**src/rtl/bcl_pkg.sv**
```systemverilog
// Shared types and constants for the button click and long press detector.
package bcl_pkg;

	localparam int COUNT_WIDTH = 16;
	localparam int CFG_WIDTH   = 16;
	localparam int IDX_WIDTH   = 2;

	localparam logic [CFG_WIDTH-1:0] DEBOUNCE_RESET = 16'd5;
	localparam logic [CFG_WIDTH-1:0] LONG_RESET     = 16'd20;
	localparam logic [CFG_WIDTH-1:0] WINDOW_RESET   = 16'd30;

	typedef enum logic [1:0] {
		EV_NONE   = 2'd0,
		EV_LONG   = 2'd1,
		EV_CLICK  = 2'd2,
		EV_DOUBLE = 2'd3
	} event_t;

	typedef enum logic [IDX_WIDTH-1:0] {
		REG_DEBOUNCE = 2'd0,
		REG_LONG     = 2'd1,
		REG_WINDOW   = 2'd2
	} reg_idx_t;

	typedef struct packed {
		logic [CFG_WIDTH-1:0] debounce_threshold;
		logic [CFG_WIDTH-1:0] long_threshold;
		logic [CFG_WIDTH-1:0] click_window;
	} cfg_t;

endpackage

```
**src/rtl/button_click_long_press_detector.sv**
```systemverilog
// Top level: input register, tick logic and result register with handshakes.
// An accepted input is held in the input register s1, and its result is then registered in the result register.
// Throughput: one tick per cycle while no result is stalled; the tick logic updates all state in one pass.
// The input stalls only while a result waits in the output register and the sink stalls.
// Reset (arst_n low, asynchronous) clears the valid flags and tick state and loads registers to 5, 20 and 30.
module button_click_long_press_detector import bcl_pkg::*; (
	input  logic                 clk,
	input  logic                 arst_n,
	input  logic                 in_valid,
	output logic                 in_stall,
	input  logic                 button_level,
	output logic                 out_valid,
	input  logic                 out_stall,
	output logic [1:0]           event_code,
	input  logic                 cfg_valid,
	output logic                 cfg_ready,
	input  logic [IDX_WIDTH-1:0] cfg_index,
	input  logic [CFG_WIDTH-1:0] cfg_data
);

	cfg_t   cfg;
	event_t ev;
	logic   valid_s1;
	logic   level_s1;
	logic   out_valid_q;
	event_t event_q;
	logic   advance;
	logic   step;

	// s1 moves on when the result register is empty or being drained
	assign advance  = !out_valid_q || !out_stall;
	assign step     = valid_s1 && advance;
	assign in_stall = valid_s1 && !advance;

	bcl_cfg_regs u_cfg (
		.clk       (clk),
		.arst_n    (arst_n),
		.cfg_valid (cfg_valid),
		.cfg_ready (cfg_ready),
		.cfg_index (cfg_index),
		.cfg_data  (cfg_data),
		.cfg       (cfg)
	);

	bcl_tick u_tick (
		.clk          (clk),
		.arst_n       (arst_n),
		.step         (step),
		.button_level (level_s1),
		.cfg          (cfg),
		.ev           (ev)
	);

	always_ff @(posedge clk or negedge arst_n) begin
		if (!arst_n) begin
			valid_s1 <= 1'b0;
		end else if (!in_stall) begin
			valid_s1 <= in_valid;
		end
	end

	always_ff @(posedge clk) begin
		if (in_valid && !in_stall) level_s1 <= button_level;
	end

	always_ff @(posedge clk or negedge arst_n) begin
		if (!arst_n) begin
			out_valid_q <= 1'b0;
		end else if (advance) begin
			out_valid_q <= valid_s1;
		end
	end

	always_ff @(posedge clk) begin
		if (step) event_q <= ev;
	end

	assign out_valid  = out_valid_q;
	assign event_code = event_q;

	a_accept_loads_s1: assert property (@(posedge clk) disable iff (!arst_n)
		in_valid && !in_stall |=> valid_s1)
		else $error("accepted transaction missing from input register");

	a_out_hold: assert property (@(posedge clk) disable iff (!arst_n)
		out_valid_q && out_stall |=> out_valid_q && $stable(event_q))
		else $error("stalled result changed or dropped");

	a_stall_only_full: assert property (@(posedge clk) disable iff (!arst_n)
		in_stall |-> out_valid_q && out_stall)
		else $error("input stalled while result register could drain");

endmodule

```
**src/rtl/bcl_cfg_regs.sv**
```systemverilog
// Configuration register file for the detector.
module bcl_cfg_regs import bcl_pkg::*; (
	input  logic                 clk,
	input  logic                 arst_n,
	input  logic                 cfg_valid,
	output logic                 cfg_ready,
	input  logic [IDX_WIDTH-1:0] cfg_index,
	input  logic [CFG_WIDTH-1:0] cfg_data,
	output cfg_t                 cfg
);

	cfg_t cfg_q;

	assign cfg_ready = 1'b1;
	assign cfg       = cfg_q;

	always_ff @(posedge clk or negedge arst_n) begin
		if (!arst_n) begin
			cfg_q.debounce_threshold <= DEBOUNCE_RESET;
			cfg_q.long_threshold     <= LONG_RESET;
			cfg_q.click_window       <= WINDOW_RESET;
		end else if (cfg_valid && cfg_ready) begin
			unique case (cfg_index)
				REG_DEBOUNCE: cfg_q.debounce_threshold <= cfg_data;
				REG_LONG:     cfg_q.long_threshold     <= cfg_data;
				REG_WINDOW:   cfg_q.click_window       <= cfg_data;
				default:      ;
			endcase
		end
	end

endmodule

```
**src/rtl/bcl_tick.sv**
```systemverilog
// Per-tick debounce, hold counter and click timer state with its update logic.
module bcl_tick import bcl_pkg::*; (
	input  logic   clk,
	input  logic   arst_n,
	input  logic   step,
	input  logic   button_level,
	input  cfg_t   cfg,
	output event_t ev
);

	localparam logic [COUNT_WIDTH-1:0] HELD_MAX  = '1;
	localparam logic [15:0]            CNT_MAX   = '1;
	localparam int                     CMP_WIDTH = (COUNT_WIDTH > CFG_WIDTH) ? COUNT_WIDTH : CFG_WIDTH;

	logic [15:0]            integrator_q;
	logic                   debounced_q;
	logic [COUNT_WIDTH-1:0] held_ticks_q;
	logic                   before_q;
	logic [15:0]            release_count_q;
	logic [15:0]            release_timer_q;

	logic [15:0]            integ_n;
	logic                   deb_n;
	logic [COUNT_WIDTH-1:0] held_inc;
	logic [COUNT_WIDTH-1:0] held_n;
	logic                   before_n;
	logic [15:0]            count_n;
	logic [15:0]            timer_n;
	logic [CMP_WIDTH-1:0]   long_thr;
	logic [CMP_WIDTH-1:0]   held_cmp;
	logic                   long_hit;
	logic                   falling;
	logic                   click_ret;
	event_t                 ev_n;

	// compare hold count and threshold at the wider of the two widths
	assign long_thr = CMP_WIDTH'(cfg.long_threshold);

	always_comb begin
		logic [15:0] cnt_tmp;
		logic [15:0] tmr_tmp;
		integ_n   = integrator_q;
		deb_n     = debounced_q;
		before_n  = before_q;
		count_n   = release_count_q;
		timer_n   = release_timer_q;
		ev_n      = EV_NONE;
		falling   = 1'b0;
		click_ret = 1'b0;
		cnt_tmp   = release_count_q;
		tmr_tmp   = release_timer_q;

		// up/down integrator, low level means pressed
		if (!button_level) begin
			if (integrator_q < cfg.debounce_threshold) integ_n = integrator_q + 16'd1;
			else deb_n = 1'b1;
		end else begin
			if (integrator_q != 16'd0) integ_n = integrator_q - 16'd1;
			else deb_n = 1'b0;
		end

		held_inc = (deb_n && held_ticks_q != HELD_MAX) ? held_ticks_q + 1'b1 : held_ticks_q;
		held_cmp = CMP_WIDTH'(held_inc);
		long_hit = deb_n && (held_cmp >= long_thr);
		held_n   = held_inc;

		if (long_hit) begin
			// long press ends the tick: edge tracking and timer stay put
			ev_n = EV_LONG;
		end else begin
			falling  = !deb_n && before_q;
			before_n = deb_n;
			if (falling && held_cmp < long_thr) begin
				if (cnt_tmp != CNT_MAX) cnt_tmp = cnt_tmp + 16'd1;
				tmr_tmp = 16'd0;
			end
			if (tmr_tmp != CNT_MAX) tmr_tmp = tmr_tmp + 16'd1;
			timer_n = tmr_tmp;
			count_n = cnt_tmp;
			if (tmr_tmp == cfg.click_window) begin
				count_n = 16'd0;
				if (cnt_tmp == 16'd1) begin
					ev_n      = EV_CLICK;
					click_ret = 1'b1;
				end else if (cnt_tmp == 16'd2) begin
					ev_n      = EV_DOUBLE;
					click_ret = 1'b1;
				end
			end
			if (!deb_n && !click_ret) held_n = '0;
		end
	end

	always_ff @(posedge clk or negedge arst_n) begin
		if (!arst_n) begin
			integrator_q    <= '0;
			debounced_q     <= 1'b0;
			held_ticks_q    <= '0;
			before_q        <= 1'b0;
			release_count_q <= '0;
			release_timer_q <= '0;
		end else if (step) begin
			integrator_q    <= integ_n;
			debounced_q     <= deb_n;
			held_ticks_q    <= held_n;
			before_q        <= before_n;
			release_count_q <= count_n;
			release_timer_q <= timer_n;
		end
	end

	assign ev = ev_n;

	a_long_pressed: assert property (@(posedge clk) disable iff (!arst_n)
		step && ev_n == EV_LONG |=> debounced_q)
		else $error("long press reported while debounced state is released");

	a_long_timer_frozen: assert property (@(posedge clk) disable iff (!arst_n)
		step && ev_n == EV_LONG |=> $stable(release_timer_q) && $stable(before_q))
		else $error("timer or edge tracker moved on a long press tick");

	a_click_clears: assert property (@(posedge clk) disable iff (!arst_n)
		step && (ev_n == EV_CLICK || ev_n == EV_DOUBLE) |=> release_count_q == 16'd0)
		else $error("release count not cleared after click event");

endmodule

```
**config.mk**
```make
export PLATFORM = sky130hd
export DESIGN_NAME = button_click_long_press_detector
export DESIGN_NICKNAME = d
export VERILOG_FILES = /design/src/rtl/bcl_pkg.sv /design/src/rtl/button_click_long_press_detector.sv /design/src/rtl/bcl_cfg_regs.sv /design/src/rtl/bcl_tick.sv
export SDC_FILE = /design/constraint.sdc
export NUM_CORES = 1
export LEC_CHECK = 0
export BUFFER_PORTS_ARGS = -buffer_cell sky130_fd_sc_hd__buf_2
export CAP_MARGIN = 20
export CORE_ASPECT_RATIO = 0.5
export CORE_MARGIN = 5
export CORE_UTILIZATION = 45
export DETAILED_ROUTE_END_ITERATION = 16
export HOLD_SLACK_MARGIN = 0.06
export PLACE_DENSITY = 0.65
export SYNTH_ARGS = -nofsm -noshare
export SYNTH_HDL_FRONTEND = slang
export SYNTH_HIERARCHICAL = 1
export SYNTH_SLANG_ARGS = --single-unit
export TNS_END_PERCENT = 10
```
**constraint.sdc**
```tcl
create_clock -name clk -period 21.1 [get_ports clk]
set_input_delay 2.11 -clock clk [delete_from_list [all_inputs] [get_ports clk]]
set_output_delay 2.11 -clock clk [all_outputs]
set_load 0.05 [all_outputs]
```
Word-level counts from Yosys, hierarchy flattened
Index checks and enable logic that the tools add are counted.

Register bits after elaboration: 119. Bits in latches: 0. Memory bits (writable): 0. Memory bits (read-only): 0. Input port bits: 24. Memories: 0.

Add/subtract/negate cells: 5. Multiply operators: 0. Div/mod/pow operators: 0. Magnitude comparators: 3. Equal/unequal tests: 9. Shift operators: 0. Mux-type cells: 24. Bitwise operators: 2. Reduce and logical (&&, ||, !) cells: 24.

Operator list (number): $mux W16 (14); $add A16 B1 Y16 const B (4); $ne A16 B16 Y1 const B (3); $lt A16 B16 Y1 (2); $eq A16 B1 Y1 const B (1); $eq A16 B16 Y1 (1); $eq A16 B2 Y1 const B (1); $ge A16 B16 Y1 (1); $reduce_bool A16 Y1 (1); $sub A16 B1 Y16 const B (1); $logic_and A1 B1 Y1 (8); $mux W1 (8); $reduce_and A2 Y1 (4); $logic_not A1 Y1 (6); $mux W2 (2); $reduce_and A3 Y1 (1); $eq A2 B1 Y1 const B (1); $eq A2 B2 Y1 const B (1); $logic_not A2 Y1 (1); $ne A2 B1 Y1 const B (1); $not A1 Y1 (2); $reduce_bool A2 Y1 (1); $reduce_or A2 Y1 (1); $logic_or A1 B1 Y1 (1).

Logic depth before layout (Yosys ltp)
Gate-level depths: netlist (run 1).

Depth in word-level cells: 19. Mapped depth: 34. Depth with buffers taken out: 29.

Hierarchy
Netlist (run 1), hierarchy kept.

Modules (own cells, without submodules): bcl_tick (times used 1, cells an instance 754, area an instance 6150.9 um^2); bcl_cfg_regs (times used 1, cells an instance 104, area an instance 1836.8 um^2); button_click_long_press_detector (times used 1, cells an instance 11, area an instance 182.7 um^2).

Worst setup path before layout (run 1)
Ideal clock, no wire load.

Path type: reg2reg. Start: register u_cfg.cfg_q (netlist bit u_cfg/cfg[34]). End: register u_tick.held_ticks_q[6]. Library setup time: 0.072 ns. Arrival: 6.858 ns. Required time: 21.028 ns. Slack: 14.170 ns. Stages on the path, launching flop included: 33. Period minus slack after synthesis: 6.930 ns. Path through: dfstp_2 inv_1 ha_1 a211o_1 a31oi_1 nor4_1 o21a_1 o31ai_1 nor4_1 nand3_1 xnor2_1 ha_1 a211o_1 a31oi_1 a211o_1 o2111a_1 nand3_2 buf_2 clkbuf_1 and2_1 ha_1 buf_2 nand4_2 nor4_4 or4b_4 xnor2_2 nor4bb_1 o21ai_1 a221oi_2 and4_4 a41oi_4 buf_6 nor2_1.

Longest elaborated chain between the ends: 19. Elaborated cells on any way between the ends: 30. Classes of those cells: add/sub (1); order compare (3); eq/ne (4); mux (15); reduce/logical (7).

Ends and longest elaborated chain: start: declaration (RTL line bcl_cfg_regs.sv:12) `cfg_t cfg_q;`; $lt A16 B16 Y1 (*) (RTL line bcl_tick.sv:55) `if (integrator_q < cfg.debounce_threshold) integ_n = integrator_q + 16'd1;`; $mux W1 (*) (RTL line bcl_tick.sv:55); $mux W1 (*) (RTL line bcl_tick.sv:54) `if (!button_level) begin`; $logic_and A1 B1 Y1 (RTL line bcl_tick.sv:62) `held_inc = (deb_n && held_ticks_q != HELD_MAX) ? held_ticks_q + 1'b1 : held_ticks_q;`; $mux W16 (RTL line bcl_tick.sv:62); $lt A16 B16 Y1 (RTL line bcl_tick.sv:73) `if (falling && held_cmp < long_thr) begin`; $logic_and A1 B1 Y1 (RTL line bcl_tick.sv:73); $mux W16 (RTL line bcl_tick.sv:73); [3 not listed]; $mux W16 (RTL line bcl_tick.sv:67) `if (long_hit) begin`; $eq A16 B16 Y1 (RTL line bcl_tick.sv:80) `if (tmr_tmp == cfg.click_window) begin`; $mux W1 (RTL line bcl_tick.sv:80); $mux W1 (RTL line bcl_tick.sv:67); $logic_not A1 Y1 (RTL line bcl_tick.sv:90) `if (!deb_n && !click_ret) held_n = '0;`; $logic_and A1 B1 Y1 (RTL line bcl_tick.sv:90); $mux W16 (RTL line bcl_tick.sv:90); $mux W16 (*) (RTL line bcl_tick.sv:67); end signal: assignment (RTL line bcl_tick.sv:105) `held_ticks_q <= held_n;`; end: declaration (RTL line bcl_tick.sv:17) `logic [COUNT_WIDTH-1:0] held_ticks_q;`.

Mark *: on every way between the ends. The rest lies on a longest branch, timed or not. The select of a mux whose other input is x is not followed. A chain may end at the register's enable or synchronous reset.

Final worst setup path (run 1)
Start: register u_cfg.cfg_q (netlist bit u_cfg/cfg[34]). End: register u_tick.release_count_q[5].

Longest elaborated chain between the ends: 14. Elaborated cells on any way between the ends: 23. Classes of those cells: add/sub (1); order compare (3); eq/ne (2); mux (10); bitwise (1); reduce/logical (6).

Ends and longest elaborated chain: $lt A16 B16 Y1 (*) (RTL line bcl_tick.sv:55); $mux W1 (*) (RTL line bcl_tick.sv:55); $mux W1 (*) (RTL line bcl_tick.sv:54); $logic_and A1 B1 Y1 (RTL line bcl_tick.sv:62); $mux W16 (RTL line bcl_tick.sv:62); $lt A16 B16 Y1 (RTL line bcl_tick.sv:73); $logic_and A1 B1 Y1 (RTL line bcl_tick.sv:73); $mux W16 (RTL line bcl_tick.sv:73); $mux W16 (RTL line bcl_tick.sv:67); $add A16 B1 Y16 or $ne A16 B16 Y1 (tied branches) (RTL line bcl_tick.sv:77) `if (tmr_tmp != CNT_MAX) tmr_tmp = tmr_tmp + 16'd1;`; $mux W16 (RTL line bcl_tick.sv:77); $mux W16 (RTL line bcl_tick.sv:67); $eq A16 B16 Y1 (RTL line bcl_tick.sv:80); $mux W16 (RTL line bcl_tick.sv:80); end signal: assignment (RTL line bcl_tick.sv:107) `release_count_q <= count_n;`; end: declaration (RTL line bcl_tick.sv:19) `logic [15:0] release_count_q;`.

Marks and branches as above.

==> results of run 1 <==
layout make-up:
| class | instances | area, um^2 |
|---|---|---|
| Fill cell | 1620 | 8560 |
| Multi-Input combinational cell | 663 | 4780 |
| Clock buffer | 17 | 425 |
| Timing Repair Buffer | 34 | 190 |
| Tap cell | 234 | 293 |
| Inverter | 50 | 188 |
| Clock inverter | 15 | 171 |
| Sequential cell | 119 | 3000 |
metal layers:
layer / global-route usage [%] / vias up
li1: - / 3180
met1: 25.2 / 3235
met2: 31.1 / 152
met3: 3.34 / 26
met4: 5.05 / 2
met5: 0 / -
state kept, by name (all words and copies together), names as in the netlist:
register / flops
level_s1: 1
u_tick/release_timer_q: 16
u_tick/release_count_q: 16
u_tick/integrator_q: 16
u_tick/held_ticks_q: 16
u_cfg/cfg: 48
u_tick/debounced_q: 1
u_tick/before_q: 1
out_valid: 1
event_code: 2
valid_s1: 1
worst max-delay path: cells and delay by family, from the launching register on:
family	cells	cell delay, ps
AND/OR/NAND/NOR	11	4200
AO/OA/AOI/OAI	11	2230
adder cells (fa/ha/maj)	3	900
flip-flops	1	530
XOR/XNOR	2	330
buffers and inverters	1	40
power by group through the flow:
stage          clock network [W]  logic, W  registers [W]
6_report                0.000290  0.000348       0.000341
5_1_grt                 0.000305  0.000398       0.000350
4_1_cts                 0.000295  0.000348       0.000341
3_5_place_dp                   0  0.000346       0.000345
3_3_place_gp                   0  0.000334       0.000342
2_1_floorplan                  0  0.000284       0.000323
layout by cell type (no fill, tap or decap), types with 12 or more instances in the layout:
cell type,n
buf_2,26
a21oi_1,41
nand4_1,24
inv_1,50
xnor2_1,31
xor2_1,30
mux2_2,54
nor2_1,71
and3_1,18
and2_1,16
o21ai_0,48
clkbuf_16,17
nand3_1,37
nand2_1,58
dfrtp_1,108
nor4_1,12
ha_1,48
nor3_1,14
how the worst min path moves through the flow:
stage | from | end | slack, ps | depth (start not counted)
2_1_floorplan | valid_s1 | out_valid | 470 | 1
3_3_place_gp | valid_s1 | out_valid | 470 | 1
3_5_place_dp | valid_s1 | out_valid | 490 | 1
4_1_cts | u_cfg/cfg[25] | u_cfg/cfg[25] | 510 | 1
5_1_grt | u_cfg/cfg[46] | u_cfg/cfg[46] | 520 | 1
6_report | u_cfg/cfg[28] | u_cfg/cfg[28] | 510 | 1
logic make-up after synthesis:
family	count (synthesis)
buffers and inverters	87
flip-flops	119
adder cells (fa/ha/maj)	49
multiplexers	63
other	1
AO/OA/AOI/OAI	181
AND/OR/NAND/NOR	306
XOR/XNOR	63
per-stage QoR:
stage / total power, W / hold WS (ps) / cell area (um^2) / worst slack (ps) / utilization, %
3_3_place_gp: 0.000676 / 470 / 8450 / 13060 / 48.0
3_5_place_dp: 0.000691 / 494 / 8450 / 12900 / 48.0
2_1_floorplan: 0.000606 / 467 / 8170 / 14170 / -
4_1_cts: 0.000984 / 509 / 9050 / 12850 / 51.4
6_report: 0.000979 / 508 / 9050 / 12720 / 51.4
5_1_grt: 0.00105 / 523 / 9050 / 11990 / 51.4
==> flow_metrics.tcl, run 1 <==
set metrics [dict create \
    leakagePower_nw 3.94 \
    dieWidth_um 201 \
    diodes 0 \
    synthArstFlopShare_pct 97.5 \
    yosys-top-cells-area "dfrtp_1 (33%), mux2_2 (7.4%), ha_1 (7.4%)" \
    max_clock_freq_mhz 119 \
    nNetsFinal 958 \
    p_int_w 0.000600 \
    synthXorXnorAreaFrac_pct 7.01 \
    port_buffers 27 \
    slowest_delay_ps 590 \
    peakVddDrop_uv 59.1 \
    drtIter0Drc 530 \
    timing.slew.headroom_pct 38.6 \
    clock_sinks 119 \
    synth-compound-area-share_pct 15.1 \
    grt_max_degree 72 \
    final-setup-viol-count 0 \
    synthCells 869 \
    cts_resized 0 \
    drt-met1-wl_um 9060 \
    reg2regPathDepth 28 \
    synth.area.mux_share_pct 8.55 \
    maxCapViolCount 0 \
    floorplan.rows 34 \
    hp-class "reg2reg" \
    syn_area_um2 8170 \
    regToRegSetupSlack_ps 12720 \
    dr_wl_met2_um 9180 \
    die_y_um 105 \
    start_util_pct 46.4 \
    dp.cells 1100 \
    core_area_um2 17600 \
    synth_warnings 6 \
    min_period_over_period_pct 39.7 \
    cp-start-kind "flop" \
    clk_latency_ps 420 \
    track_usage_pct 18.6 \
    cts_tree "built" \
    combPwrFrac_pct 35.6 \
    crit_slowest_cell "nor4_1" \
    postRouteAntennaNets 0 \
    hold_buffers 0 \
    ys_seq_area_share_pct 36.8 \
    synth_top_area_share_pct 33.1 \
    grt_pass1_vias 6484 \
    clkTransAtPathRegs_ps 70 \
    switching_share_pct 38.7 \
    cp_data_arrival_time_ps 8670 \
    grt_antenna_before_repair 1 \
    cts_max_level 4 \
    cts_buffers 17 \
    power_density_nw_per_um2 108 \
    rsz0062_at_grt "false" \
    root_buffer "clkbuf_16" \
    end_kind "flop" \
    drc_errors 0 \
    crit_type "reg2reg" \
    crit_required_ps 21390 \
    gr-total-overflow 0 \
    synth_fp_nets 942 \
    wl_per_cell_um 17.1 \
    crit_path_end "u_tick/release_count_q[5]" \
    syn_to_final_growth_pct 10.8 \
    fin_worst_skew_ps 14.4 \
    synth_top_flop_cell "dfrtp_1" \
    outcome "completed" \
    fin_setup_tns_ps 0 \
    post_cts_buffers 0 \
    r2r-start "u_cfg/cfg[34]" \
    synth_seq_cells 119 \
    p_switching_w 0.000379 \
    dr.pass1.iters 5 \
    synthTopCellsByCount "dfrtp_1 (108), nor2_1 (71), nand2_1 (58)" \
    io_pins 29 \
    slew_viol_final 0 \
    viasPerCell 5.83 \
    cts_max_path_buffers 2 \
    crit_path_start "u_cfg/cfg[34]" \
    die_area_um2 21100 \
    finalHoldViolCount 0 \
    yosysMostFrequentCell "dfrtp_1" \
    top_layer "met5" \
    synth_top_family_by_area "simple AND/OR/NAND/NOR gates" \
    reg2reg_to "u_tick/release_count_q[5]" \
    worstMarginPinSlew_ps 921 \
    vias 6595 \
    p_clk_share_pct 29.6 \
    grt_pass1_wl_um 32600 \
    wl_met3_um 890 \
    dp_hpwl_um 14000 \
    fin_crit_ps 8380 \
    yosysUniqueCellTypes 87 \
    yosys.area.top_type "dfrtp_1" \
    wl_um 19400 \
    p_seq_share_pct 34.8 \
    drive_above_1_share_pct 17.1 \
    synth_edf_count 3 \
    yosys.area_share.simple_pct 20.2 \
    syn_area_per_cell_um2 9.40 \
    crit_fanout 25 \
    synthAdderAreaFrac_pct 7.60 \
    gp_congestion 0.872 \
    final_cells 1132 \
]
No activity file was read; power rests on OpenSTA's default activity.
==> inputs of run 2 (changes only) <==
Clock period 21.1 ns to 8.6 ns, I/O delays scaled along.
==> flow_metrics.tcl, run 2 (synthesized netlist as in run 1, its figures left out) <==
set metrics [dict create \
    final-setup-viol-count 0 \
    final_common_cell "dfrtp_1" \
    syn_to_final_growth_pct 10.4 \
    crit_type "reg2reg" \
    root_buffer "clkbuf_16" \
    drive_above_1_share_pct 17.2 \
    fin_crit_ps 7710 \
    busiest_layer "met2" \
    wl_um 19600 \
    core_area_um2 17600 \
    slowest_delay_ps 590 \
    cts_buffers 17 \
    r2r-start "u_cfg/cfg[34]" \
    maxCapViolCount 0 \
    hp-class "in2async" \
    crit_required_ps 8900 \
    track_usage_pct 19.1 \
    fin_setup_tns_ps 0 \
    grt_pass1_vias 6479 \
    end_kind "flop" \
    cp_data_arrival_time_ps 8010 \
    leakagePower_nw 3.93 \
    nNetsFinal 961 \
    regToRegSetupSlack_ps 890 \
    vias 6629 \
    hold_buffers 0 \
    rsz0062_at_grt "false" \
    port_buffers 27 \
    fin_worst_skew_ps 11.5 \
    cts_max_level 4 \
    post_cts_buffers 0 \
    clock_sinks 119 \
    viasPerCell 5.84 \
    gr-total-overflow 0 \
    outcome "completed" \
    max_clock_freq_mhz 130 \
    floorplan.rows 34 \
    slew_viol_final 0 \
    most-common-layout-cells "dfrtp_1 (108), nor2_1 (71), nand2_1 (58)" \
    diodes 0 \
    finalHoldViolCount 0 \
    peakVddDrop_uv 167 \
    largest_reg_flops 48 \
    dr.pass1.iters 5 \
    start_util_pct 46.4 \
    io_pins 29 \
    use_met1_pct 26.6 \
    dp.cells 1103 \
    clkTransAtPathRegs_ps 60 \
    cp-start-kind "flop" \
    power_w 0.00236 \
    crit_fanout 9 \
    gp_congestion 0.890 \
    min_period_over_period_pct 89.7 \
    grt.met2_usage_pct 30.6 \
    die_area_um2 21100 \
    crit_slowest_cell "nor4_1" \
    met3_usage_pct 3.44 \
    drtIter0Drc 483 \
    worstMarginPinSlew_ps 879 \
    cts_max_path_buffers 2 \
    crit_buf_inv 2 \
    dieWidth_um 201 \
    cts_tree "built" \
    dp_hpwl_um 14000 \
    die_y_um 105 \
    cts_resized 0 \
    crit_path_start "u_cfg/cfg[34]" \
    drc_errors 0 \
    fin_util_pct 51.2 \
    wl_per_cell_um 17.3 \
    grt_max_degree 68 \
    timing.slew.headroom_pct 41.4 \
    grt_antenna_before_repair 0 \
    final_cells 1135 \
    grt_pass1_wl_um 33100 \
    cp_top_family "simple AND/OR/NAND/NOR gates" \
    place_area_um2 8480 \
    design_area_um2 9020 \
    postRouteAntennaNets 0 \
    power_density_nw_per_um2 262 \
    clk_latency_ps 430 \
]
-- run 2: cell types whose count changed in the layout (fill, tap and decap cells not counted), moves of 2 or more --
cell and delta:
clkinv_2 +2, clkinv_8 -3, inv_8 -7, clkinv_4 +2
clkbuf_1 +2, clkinvlp_4 +2, buf_4 +3
-- run 2: path summary, 6_finish.rpt --
| check | end | depth (start not counted) |
|---|---|---|
| setup / recovery | u_tick/release_count_q[13] | 29 |
| hold / removal | u_tick/integrator_q[3] | 1 |
| setup reg to reg | u_tick/release_count_q[13] | 29 |
| hold reg to reg | out_valid | 1 |
| max in group asynchronous | u_tick/release_count_q[13] | 2 |
| min in group clk | out_valid | 1 |
-- run 2: report_power, final --
part	internal, W	total (W)	switching (W)
Clock	0.000379	0.000662	0.000283
Sequential	0.000690	0.000839	0.000149
Combinational	0.000393	0.000860	0.000467
Total	0.00146	0.00236	0.000899
-- run 2: cell type report --
type                       count  area (um^2)
clock inverter                12         95.1
sequential                   119         3000
clock buffer                  20          447
fill                        1633         8590
timing repair buffer          37          213
multi-input combinational    663         4780
inverter                      50          188
tap                          234          293
-- run 2: layer usage --
metal	vias up	wire, um	share of wire [%]
li1	3192	-	-
met4	0	348	1.8
met2	173	9140	47
met3	30	717	3.6
met5	-	0	0
met1	3234	9440	48
-- run 2: metrics by stage --
step	worst slack [ps]	hold WS [ps]
detailed placement	1070	479
global route	386	510
CTS	1010	478
global placement	1260	470
finish	886	466
floorplan	1670	467
